File: src/rtl/kvbmf_pkg.sv
package kvbmf_pkg;

	localparam logic [4:0] HDR_BYTES = 5'd24;

	localparam logic [7:0] MAGIC_REQ = 8'h80;
	localparam logic [7:0] MAGIC_RES = 8'h81;

	localparam logic [7:0] OP_GET     = 8'h00;
	localparam logic [7:0] OP_SET     = 8'h01;
	localparam logic [7:0] OP_ADD     = 8'h02;
	localparam logic [7:0] OP_REPLACE = 8'h03;
	localparam logic [7:0] OP_DELETE  = 8'h04;
	localparam logic [7:0] OP_INCR    = 8'h05;
	localparam logic [7:0] OP_DECR    = 8'h06;
	localparam logic [7:0] OP_QUIT    = 8'h07;
	localparam logic [7:0] OP_NOOP    = 8'h0A;
	localparam logic [7:0] OP_GETKQ   = 8'h0D;
	localparam logic [7:0] OP_APPEND  = 8'h0E;
	localparam logic [7:0] OP_PREPEND = 8'h0F;

	localparam logic [1:0] ST_OK        = 2'd0;
	localparam logic [1:0] ST_BAD_MAGIC = 2'd1;
	localparam logic [1:0] ST_UNKNOWN   = 2'd2;
	localparam logic [1:0] ST_QUIT      = 2'd3;

	// raw message descriptor, front to back
	typedef struct packed {
		logic [1:0]  status;
		logic [7:0]  opcode;
		logic [31:0] origin;
		logic [7:0]  extras_len;
		logic [31:0] body_size;
		logic [15:0] key_len;
		logic        with_flags;
		logic        resp_mode;
	} desc_t;

	// finished result, held in the output register
	typedef struct packed {
		logic [1:0]  status;
		logic [7:0]  opcode;
		logic [31:0] message_start;
		logic [32:0] message_length;
		logic [31:0] key_position;
		logic [15:0] key_length;
		logic        is_update;
		logic        is_end_marker;
		logic        more_follows;
	} result_t;

	typedef struct packed {
		logic stopped;
	} front_stat_t;

	function automatic logic op_updates(input logic [7:0] op);
		return op == OP_SET || op == OP_ADD || op == OP_REPLACE || op == OP_DELETE ||
			op == OP_INCR || op == OP_DECR || op == OP_APPEND || op == OP_PREPEND;
	endfunction

	function automatic logic op_known(input logic [7:0] op);
		return op_updates(op) || op == OP_GET || op == OP_GETKQ || op == OP_NOOP ||
			op == OP_QUIT;
	endfunction

endpackage

File: src/rtl/kvbmf_front.sv
module kvbmf_front (
	input  logic                 clk,
	input  logic                 arst_n,
	input  logic                 accept,
	input  logic [7:0]           data_byte,
	input  logic                 expect_response,
	output logic                 push,
	output kvbmf_pkg::desc_t     desc,
	output kvbmf_pkg::front_stat_t stat
);

	logic [4:0]  hdr_q, hdr_d;
	logic [31:0] body_rem_q, body_rem_d;
	logic [7:0]  op_q, op_d;
	logic [15:0] key_len_q, key_len_d;
	logic [7:0]  extras_q, extras_d;
	logic [31:0] body_size_q, body_size_d;
	logic [31:0] origin_q, origin_d;
	logic [31:0] pos_q, pos_d;
	logic        stopped_q, stopped_d;
	logic [31:0] body_dec;
	logic [7:0]  magic;

	assign magic    = expect_response ? kvbmf_pkg::MAGIC_RES : kvbmf_pkg::MAGIC_REQ;
	assign body_dec = body_rem_q - {31'd0, (body_rem_q != 32'd0)};

	always_comb begin
		hdr_d       = hdr_q;
		body_rem_d  = body_rem_q;
		op_d        = op_q;
		key_len_d   = key_len_q;
		extras_d    = extras_q;
		body_size_d = body_size_q;
		origin_d    = origin_q;
		pos_d       = pos_q;
		stopped_d   = stopped_q;
		push        = 1'b0;
		desc            = '0;
		desc.opcode     = op_q;
		desc.origin     = origin_q;
		desc.extras_len = extras_q;
		desc.body_size  = body_size_q;
		desc.key_len    = key_len_q;
		desc.resp_mode  = expect_response;
		if (accept && !stopped_q) begin
			pos_d = pos_q + 32'd1;
			if (hdr_q < kvbmf_pkg::HDR_BYTES) begin
				hdr_d = hdr_q + 5'd1;
				unique case (hdr_q)
					5'd0: begin
						origin_d    = pos_q;
						op_d        = '0;
						key_len_d   = '0;
						extras_d    = '0;
						body_size_d = '0;
					end
					5'd1: op_d = data_byte;
					5'd2, 5'd3: key_len_d = {key_len_q[7:0], data_byte};
					5'd4: extras_d = data_byte;
					5'd8, 5'd9, 5'd10, 5'd11: body_size_d = {body_size_q[23:0], data_byte};
					default: ;
				endcase
				if (hdr_q == 5'd0 && data_byte != magic) begin
					// bad magic: only status and start are reported
					push          = 1'b1;
					desc          = '0;
					desc.status   = kvbmf_pkg::ST_BAD_MAGIC;
					desc.origin   = pos_q;
					stopped_d     = 1'b1;
					hdr_d         = hdr_q;
				end else if (hdr_q == kvbmf_pkg::HDR_BYTES - 5'd1) begin
					if (!expect_response && !kvbmf_pkg::op_known(op_q)) begin
						push        = 1'b1;
						desc.status = kvbmf_pkg::ST_UNKNOWN;
						stopped_d   = 1'b1;
					end else if (!expect_response && op_q == kvbmf_pkg::OP_QUIT) begin
						push        = 1'b1;
						desc.status = kvbmf_pkg::ST_QUIT;
						stopped_d   = 1'b1;
					end else if (body_size_q == 32'd0) begin
						push            = 1'b1;
						desc.status     = kvbmf_pkg::ST_OK;
						desc.with_flags = 1'b1;
						hdr_d           = '0;
					end else begin
						body_rem_d = body_size_q;
					end
				end
			end else begin
				body_rem_d = body_dec;
				if (body_dec == 32'd0) begin
					push            = 1'b1;
					desc.status     = kvbmf_pkg::ST_OK;
					desc.with_flags = 1'b1;
					hdr_d           = '0;
				end
			end
		end
	end

	always_ff @(posedge clk or negedge arst_n) begin
		if (!arst_n) begin
			hdr_q       <= '0;
			body_rem_q  <= '0;
			op_q        <= '0;
			key_len_q   <= '0;
			extras_q    <= '0;
			body_size_q <= '0;
			origin_q    <= '0;
			pos_q       <= '0;
			stopped_q   <= 1'b0;
		end else begin
			hdr_q       <= hdr_d;
			body_rem_q  <= body_rem_d;
			op_q        <= op_d;
			key_len_q   <= key_len_d;
			extras_q    <= extras_d;
			body_size_q <= body_size_d;
			origin_q    <= origin_d;
			pos_q       <= pos_d;
			stopped_q   <= stopped_d;
		end
	end

	assign stat.stopped = stopped_q;

endmodule

File: src/rtl/kvbmf_queue.sv
module kvbmf_queue #(
	parameter int DEPTH = 2
) (
	input  logic             clk,
	input  logic             arst_n,
	input  logic             push,
	input  kvbmf_pkg::desc_t push_desc,
	input  logic             pop,
	output logic             full,
	output logic             not_empty,
	output kvbmf_pkg::desc_t head
);

	localparam int PW = (DEPTH > 1) ? $clog2(DEPTH) : 1;
	localparam int CW = $clog2(DEPTH + 1);
	localparam logic [PW-1:0] LAST = PW'(DEPTH - 1);
	localparam logic [CW-1:0] FULL_CNT = CW'(DEPTH);

	kvbmf_pkg::desc_t entry_q [DEPTH];
	logic [PW-1:0] wr_ptr_q, rd_ptr_q;
	logic [CW-1:0] count_q;

	assign full      = count_q == FULL_CNT;
	assign not_empty = count_q != '0;
	assign head      = entry_q[rd_ptr_q];

	always_ff @(posedge clk) begin
		if (push) begin
			entry_q[wr_ptr_q] <= push_desc;
		end
	end

	always_ff @(posedge clk or negedge arst_n) begin
		if (!arst_n) begin
			wr_ptr_q <= '0;
			rd_ptr_q <= '0;
			count_q  <= '0;
		end else begin
			if (push) begin
				wr_ptr_q <= (wr_ptr_q == LAST) ? '0 : wr_ptr_q + PW'(1);
			end
			if (pop) begin
				rd_ptr_q <= (rd_ptr_q == LAST) ? '0 : rd_ptr_q + PW'(1);
			end
			if (push && !pop) begin
				count_q <= count_q + CW'(1);
			end else if (pop && !push) begin
				count_q <= count_q - CW'(1);
			end
		end
	end

endmodule

File: src/rtl/kvbmf_back.sv
module kvbmf_back (
	input  logic               clk,
	input  logic               arst_n,
	input  logic               q_not_empty,
	input  kvbmf_pkg::desc_t   q_head,
	output logic               pop,
	output logic               out_valid,
	input  logic               out_ready,
	output kvbmf_pkg::result_t out_res
);

	kvbmf_pkg::result_t res;
	logic               valid_q;
	logic               bare;

	assign pop  = q_not_empty && (!valid_q || out_ready);
	assign bare = q_head.status == kvbmf_pkg::ST_BAD_MAGIC;

	always_comb begin
		res                = '0;
		res.status         = q_head.status;
		res.message_start  = q_head.origin;
		if (!bare) begin
			res.opcode         = q_head.opcode;
			res.message_length = {1'b0, q_head.body_size} + 33'(kvbmf_pkg::HDR_BYTES);
			res.key_position   = q_head.origin + 32'(kvbmf_pkg::HDR_BYTES)
				+ {24'd0, q_head.extras_len};
			res.key_length     = q_head.key_len;
			res.is_update      = q_head.with_flags && !q_head.resp_mode
				&& kvbmf_pkg::op_updates(q_head.opcode);
			res.is_end_marker  = q_head.with_flags && q_head.opcode == kvbmf_pkg::OP_NOOP;
			res.more_follows   = q_head.with_flags && q_head.opcode == kvbmf_pkg::OP_GETKQ;
		end
	end

	always_ff @(posedge clk) begin
		if (pop) begin
			out_res <= res;
		end
	end

	always_ff @(posedge clk or negedge arst_n) begin
		if (!arst_n) begin
			valid_q <= 1'b0;
		end else if (pop) begin
			valid_q <= 1'b1;
		end else if (out_ready) begin
			valid_q <= 1'b0;
		end
	end

	assign out_valid = valid_q;

endmodule

File: src/rtl/kv_binary_message_framer.sv
// channel   | beat            | tdata / tuser / tlast
// ----------+-----------------+---------------------------------------------
// s_axis    | one stream byte | tdata[7:0] data_byte
// m_axis    | one descriptor  | tuser status, tlast is_end_marker, tdata rest
// cfg       | mode write      | cfg_wr_data = expect_response
//
// one byte per cycle sustained; s_tready drops only when the descriptor
// queue is full, i.e. when the result side stalls long enough to fill it
// a descriptor goes from the byte that ends its message through the front
// parser, the queue and the output register; the add for length and key
// position sits in the back stage
// reset clears counters, positions and the stopped flag; after an error or
// quit status the block keeps taking bytes and drops them until reset
module kv_binary_message_framer #(
	parameter int QUEUE_DEPTH = 2
) (
	input  logic         clk,
	input  logic         arst_n,
	input  logic         s_tvalid,
	output logic         s_tready,
	input  logic [7:0]   s_tdata,   // [7:0] data_byte
	output logic         m_tvalid,
	input  logic         m_tready,
	// [7:0] opcode, [39:8] message_start, [72:40] message_length,
	// [104:73] key_position, [120:105] key_length, [121] is_update,
	// [122] more_follows, [127:123] zero
	output logic [127:0] m_tdata,
	output logic [1:0]   m_tuser,   // [1:0] status
	output logic         m_tlast,   // is_end_marker
	input  logic         cfg_wr_en,
	input  logic         cfg_wr_data
);

	logic                      expect_response_q;
	logic                      accept;
	logic                      q_push, q_pop, q_full, q_not_empty;
	kvbmf_pkg::desc_t          q_in, q_head;
	kvbmf_pkg::front_stat_t    front_stat;
	kvbmf_pkg::result_t        res;

	// mode register; the user must write it only while idle, the block does not enforce this
	always_ff @(posedge clk or negedge arst_n) begin
		if (!arst_n) begin
			expect_response_q <= 1'b0;
		end else if (cfg_wr_en) begin
			expect_response_q <= cfg_wr_data;
		end
	end

	assign s_tready = !q_full;
	assign accept   = s_tvalid && s_tready;

	// front: header parse, body count, classification
	kvbmf_front u_front (
		.clk             (clk),
		.arst_n          (arst_n),
		.accept          (accept),
		.data_byte       (s_tdata),
		.expect_response (expect_response_q),
		.push            (q_push),
		.desc            (q_in),
		.stat            (front_stat)
	);

	// short queue decoupling parser from the result side
	kvbmf_queue #(
		.DEPTH (QUEUE_DEPTH)
	) u_queue (
		.clk       (clk),
		.arst_n    (arst_n),
		.push      (q_push),
		.push_desc (q_in),
		.pop       (q_pop),
		.full      (q_full),
		.not_empty (q_not_empty),
		.head      (q_head)
	);

	// back: result arithmetic and output register
	kvbmf_back u_back (
		.clk         (clk),
		.arst_n      (arst_n),
		.q_not_empty (q_not_empty),
		.q_head      (q_head),
		.pop         (q_pop),
		.out_valid   (m_tvalid),
		.out_ready   (m_tready),
		.out_res     (res)
	);

	assign m_tuser = res.status;
	assign m_tlast = res.is_end_marker;
	assign m_tdata = {5'd0, res.more_follows, res.is_update, res.key_length,
		res.key_position, res.message_length, res.message_start, res.opcode};

	// the front never pushes into a full queue
	a_no_overflow: assert property (@(posedge clk) disable iff (!arst_n)
		q_push |-> !q_full)
		else $error("descriptor queue overflow");

	// nothing is produced once the parser has stopped
	a_stopped_silent: assert property (@(posedge clk) disable iff (!arst_n)
		front_stat.stopped |-> !q_push)
		else $error("descriptor after stop");

	// any non-ok status stops the parser
	a_error_stops: assert property (@(posedge clk) disable iff (!arst_n)
		(q_push && q_in.status != kvbmf_pkg::ST_OK) |=> front_stat.stopped)
		else $error("error status without stop");

	// a bad magic result carries only status and start
	a_bad_magic_bare: assert property (@(posedge clk) disable iff (!arst_n)
		(m_tvalid && m_tuser == kvbmf_pkg::ST_BAD_MAGIC)
		|-> (m_tdata[7:0] == 8'd0 && m_tdata[127:40] == 88'd0 && !m_tlast))
		else $error("bad magic result not cleared");

endmodule
File: config.mk
export PLATFORM = sky130hd
export DESIGN_NAME = kv_binary_message_framer
export DESIGN_NICKNAME = d
export VERILOG_FILES = /design/src/rtl/kvbmf_pkg.sv /design/src/rtl/kvbmf_front.sv /design/src/rtl/kvbmf_queue.sv /design/src/rtl/kvbmf_back.sv /design/src/rtl/kv_binary_message_framer.sv
export SDC_FILE = /design/constraint.sdc
export NUM_CORES = 1
export LEC_CHECK = 0
export BUFFER_PORTS_ARGS = -buffer_cell sky130_fd_sc_hd__buf_2
export CAP_MARGIN = 15
export CORE_MARGIN = 4
export CORE_UTILIZATION = 25
export CTS_CLUSTER_SIZE = 30
export DETAILED_ROUTE_END_ITERATION = 7
export GPL_TIMING_DRIVEN = 0
export PLACE_DENSITY = 0.4
export SKIP_CTS_REPAIR_TIMING = 1
export SLEW_MARGIN = 10
export SYNTH_ARGS = -nofsm -noshare
export SYNTH_HDL_FRONTEND = slang
export SYNTH_SLANG_ARGS = --single-unit
export TNS_END_PERCENT = 5
File: constraint.sdc
create_clock -name clk -period 24.2 [get_ports clk]
set_input_delay 1.21 -clock clk [delete_from_list [all_inputs] [get_ports clk]]
set_output_delay 1.21 -clock clk [all_outputs]
set_load 0.1 [all_outputs]
==> impl_metrics.ini <==
[clock_tree]
cts_tree = done
cts.sinks = 498
cts_buffers = 57
clkLatencyLatePin_ns = 0.62
cts_htree_levels = 2
clock_path_buffers = 3
clk_pin_slew_ns = 0.06
cts-root-buf = clkbuf_16

[setup_path]
startpoint_type = flop
crit_path_max_fanout = 10
worstPathArrival_ns = 7.49
crit_chain = buf_2, buf_2, buf_2, buf_2, buf_2, clkbuf_1, buf_1, mux2_2, ha_1, ha_1, fa_1, a21o_1, a21oi_1, o21bai_1, a2111o_1, clkbuf_1, nand3_1, or4_1, a21oi_1
cp.required_ns = 24.51
cpPeakStageDelay_ns = 0.73
critPathCaptureType = flop
path_class = flop to flop
critPathMostFrequentCell = buf_2
critPathSlowestCell = clkbuf_1

[timing]
hold_violations = 0
skew_ns = 0.0218
worstMarginPinSlew_ns = 1.19
finalSetupViolations = 0
fmaxAchievable_ghz = 0.139
fin_crit_ns = 7.18
setup_tns_ns = 0
maxSlewViolCount = 0
rsz0062_at_grt = no
fin_crit_sh = 0.297
slew_headroom = 0.206

[drt]
drtAntennaViolNets = 0
via_per_inst = 4.69
num_vias = 15500
drtIter0Drc = 991
totalWireLength_um = 69000
drc = 0
firstDrtPassIters = 5
drt-wirelength-per-cell_um = 20.8

[synthesis]
synthArstFlopShare = 0.345
synthTopCellsByArea = edfxtp_1 (44%), dfrtp_1 (19%), nand2_1 (4.4%)
ys_warn_count = 0
synth_ff_type = edfxtp_1
synth_top_family_by_area = simple AND/OR/NAND/NOR gates
synth_edf_count = 326
synthesis.instances = 1872
synthAdderAreaFrac = 0.0149
yosys.area_share.xor_xnor = 0.0322
synth.most_common_cell = edfxtp_1
synth_commonest_cells = edfxtp_1 (326), nand2_1 (260), dfrtp_1 (172)
yosys.area.top_type = edfxtp_1
synth-simple-area-share = 0.161
syn_avg_cell_area_um2 = 11.9
synthesis.area_um2 = 22300
netlist.area_leader.share = 0.438
ys_ff_latch = 498
synth_seq_area_share = 0.631
ys_types = 70
synth_compound_area_frac = 0.0769
synthMuxAreaShare = 0.0595

[final_layout]
final_nets = 2143
register_area_um2 = 14100
design_area_um2 = 26800
multi_input_area_um2 = 7730
fillerInstances = 9023
num_antenna_cells = 0
layout-drive-gt1-share = 0.164
post-route-util = 0.302
area_growth_pct = 19.8

[pwr]
vdd_ir_drop_max_v = 0.000102
finalPower_mw = 3.67
powerDensity_nw_per_um2 = 137
leakagePower_nw = 10.5

[grt]
grt_max_degree = 98
grt.busiest_layer = met2
grt_util_all_layers = 0.144
grt_pass1_vias = 15400
overflow = 0
met1_usage = 0.202
grt_pass1_wl_um = 102000
use_met3 = 0.0235
antenna_found_initial = 4
globalRouteMet2Util = 0.230

[floorplan]
die-area_um2 = 94200
core_um2 = 88500
die_w_um = 307
rows = 109
fp.dieH_um = 307
io_pins = 147
initial_core_util = 0.252

[run_status]
status = completed

[placement]
hpwl_um = 51000
placed_area_um2 = 24800
port_buffers = 141
place.gp.congestion = 0.829

[flow_run]
drv_cap = 0

[worst_hold_path]
min_path_type = flop to flop
## state kept, by name, indices dropped and copies added, names as in the netlist, 8 cells and up
name	flops
u_back.out_res	126
u_front.body_size_q	32
u_front.key_len_q	16
u_front.extras_q	8
u_front.op_q	8
u_front.pos_q	32
u_front.origin_q	32
u_front.body_rem_q	32
u_queue.entry_q	200
## cell type report
| type | instances | share of cell area |
|---|---|---|
| sequential | 498 | 0.527 |
| clock buffer | 74 | 0.0564 |
| inverter | 40 | 0.00580 |
| multi-input combinational | 1244 | 0.289 |
| timing repair buffer | 168 | 0.0365 |
| clock inverter | 33 | 0.0165 |
| tap | 1165 | 0.0545 |
| buffer | 94 | 0.0148 |
## worst paths after layout
path / start / end / slack [ns] / cells after the start
worst min-delay path: u_front.stat$_DFFE_PN0P_ / u_front.stat$_DFFE_PN0P_ / 0.47 / 1
worst max-delay path: u_queue.rd_ptr_q$_DFFE_PN0P_ / u_back.out_res[50]$_SDFFCE_PN0P_ / 17.02 / 19
worst max register to register: u_queue.rd_ptr_q$_DFFE_PN0P_ / u_back.out_res[50]$_SDFFCE_PN0P_ / 17.02 / 19
max in group asynchronous: arst_n / u_front.key_len_q[13]$_DFFE_PN0P_ / 22.66 / 2
worst min register to register: u_front.stat$_DFFE_PN0P_ / u_front.stat$_DFFE_PN0P_ / 0.47 / 1
min in group asynchronous: arst_n / u_front.origin_q[20]$_DFFE_PN0P_ / 0.58 / 1
## layout by cell type, fill, tap and decap left out, types with 23 or more instances in the layout
cell type	n
nor2_1	139
xnor2_1	53
buf_4	24
buf_2	151
xor2_1	29
mux2i_1	62
dfrtp_1	172
clkbuf_16	57
mux2_2	63
inv_1	39
and2_1	79
nor4_1	31
nor3_1	51
clkbuf_1	77
ha_1	25
nand4_1	23
nand3_1	55
edfxtp_1	326
nand2_1	260
a21oi_1	52
o21ai_0	89
## critical path, delay by kind of cell, from the launching register on
kind,cells,cell delay (ns)
buf+inv,8,3.53
compound gates,5,1.10
fa+ha+maj,3,0.93
simple gates,2,0.57
mux,1,0.42
flops,1,0.32
## through the flow
| step | hold WS, ns | setup slack [ns] | std cells |
|---|---|---|---|
| floorplan | 0.430 | 12.63 | 1876 |
| global placement | 0.453 | 6.19 | 3182 |
| detailed placement | 0.453 | 16.86 | 3209 |
| CTS | 0.468 | 16.86 | 3316 |
| global route | 0.492 | 16.70 | 3316 |
| finish | 0.466 | 17.02 | 3316 |
## per-layer routing
layer,up-vias,wire (um)
li1,7272,-
met1,7778,32100
met2,404,31800
met3,91,3320
met4,0,1830
met5,-,0
## report_power, final
part	total, mW	leakage [nW]	internal [mW]	switching, mW
Combinational	1.57	4.18	0.306	1.27
Sequential	1.19	5.42	1.10	0.0894
Clock	0.902	0.946	0.546	0.357
Total	3.67	10.5	1.95	1.71
## cells by family after synthesis
group / after synthesis
simple gates: 742
flops: 498
compound gates: 264
buf+inv: 134
mux: 125
xor+xnor: 82
fa+ha+maj: 26
other cells: 1
Power figures use the tool's default switching activity.
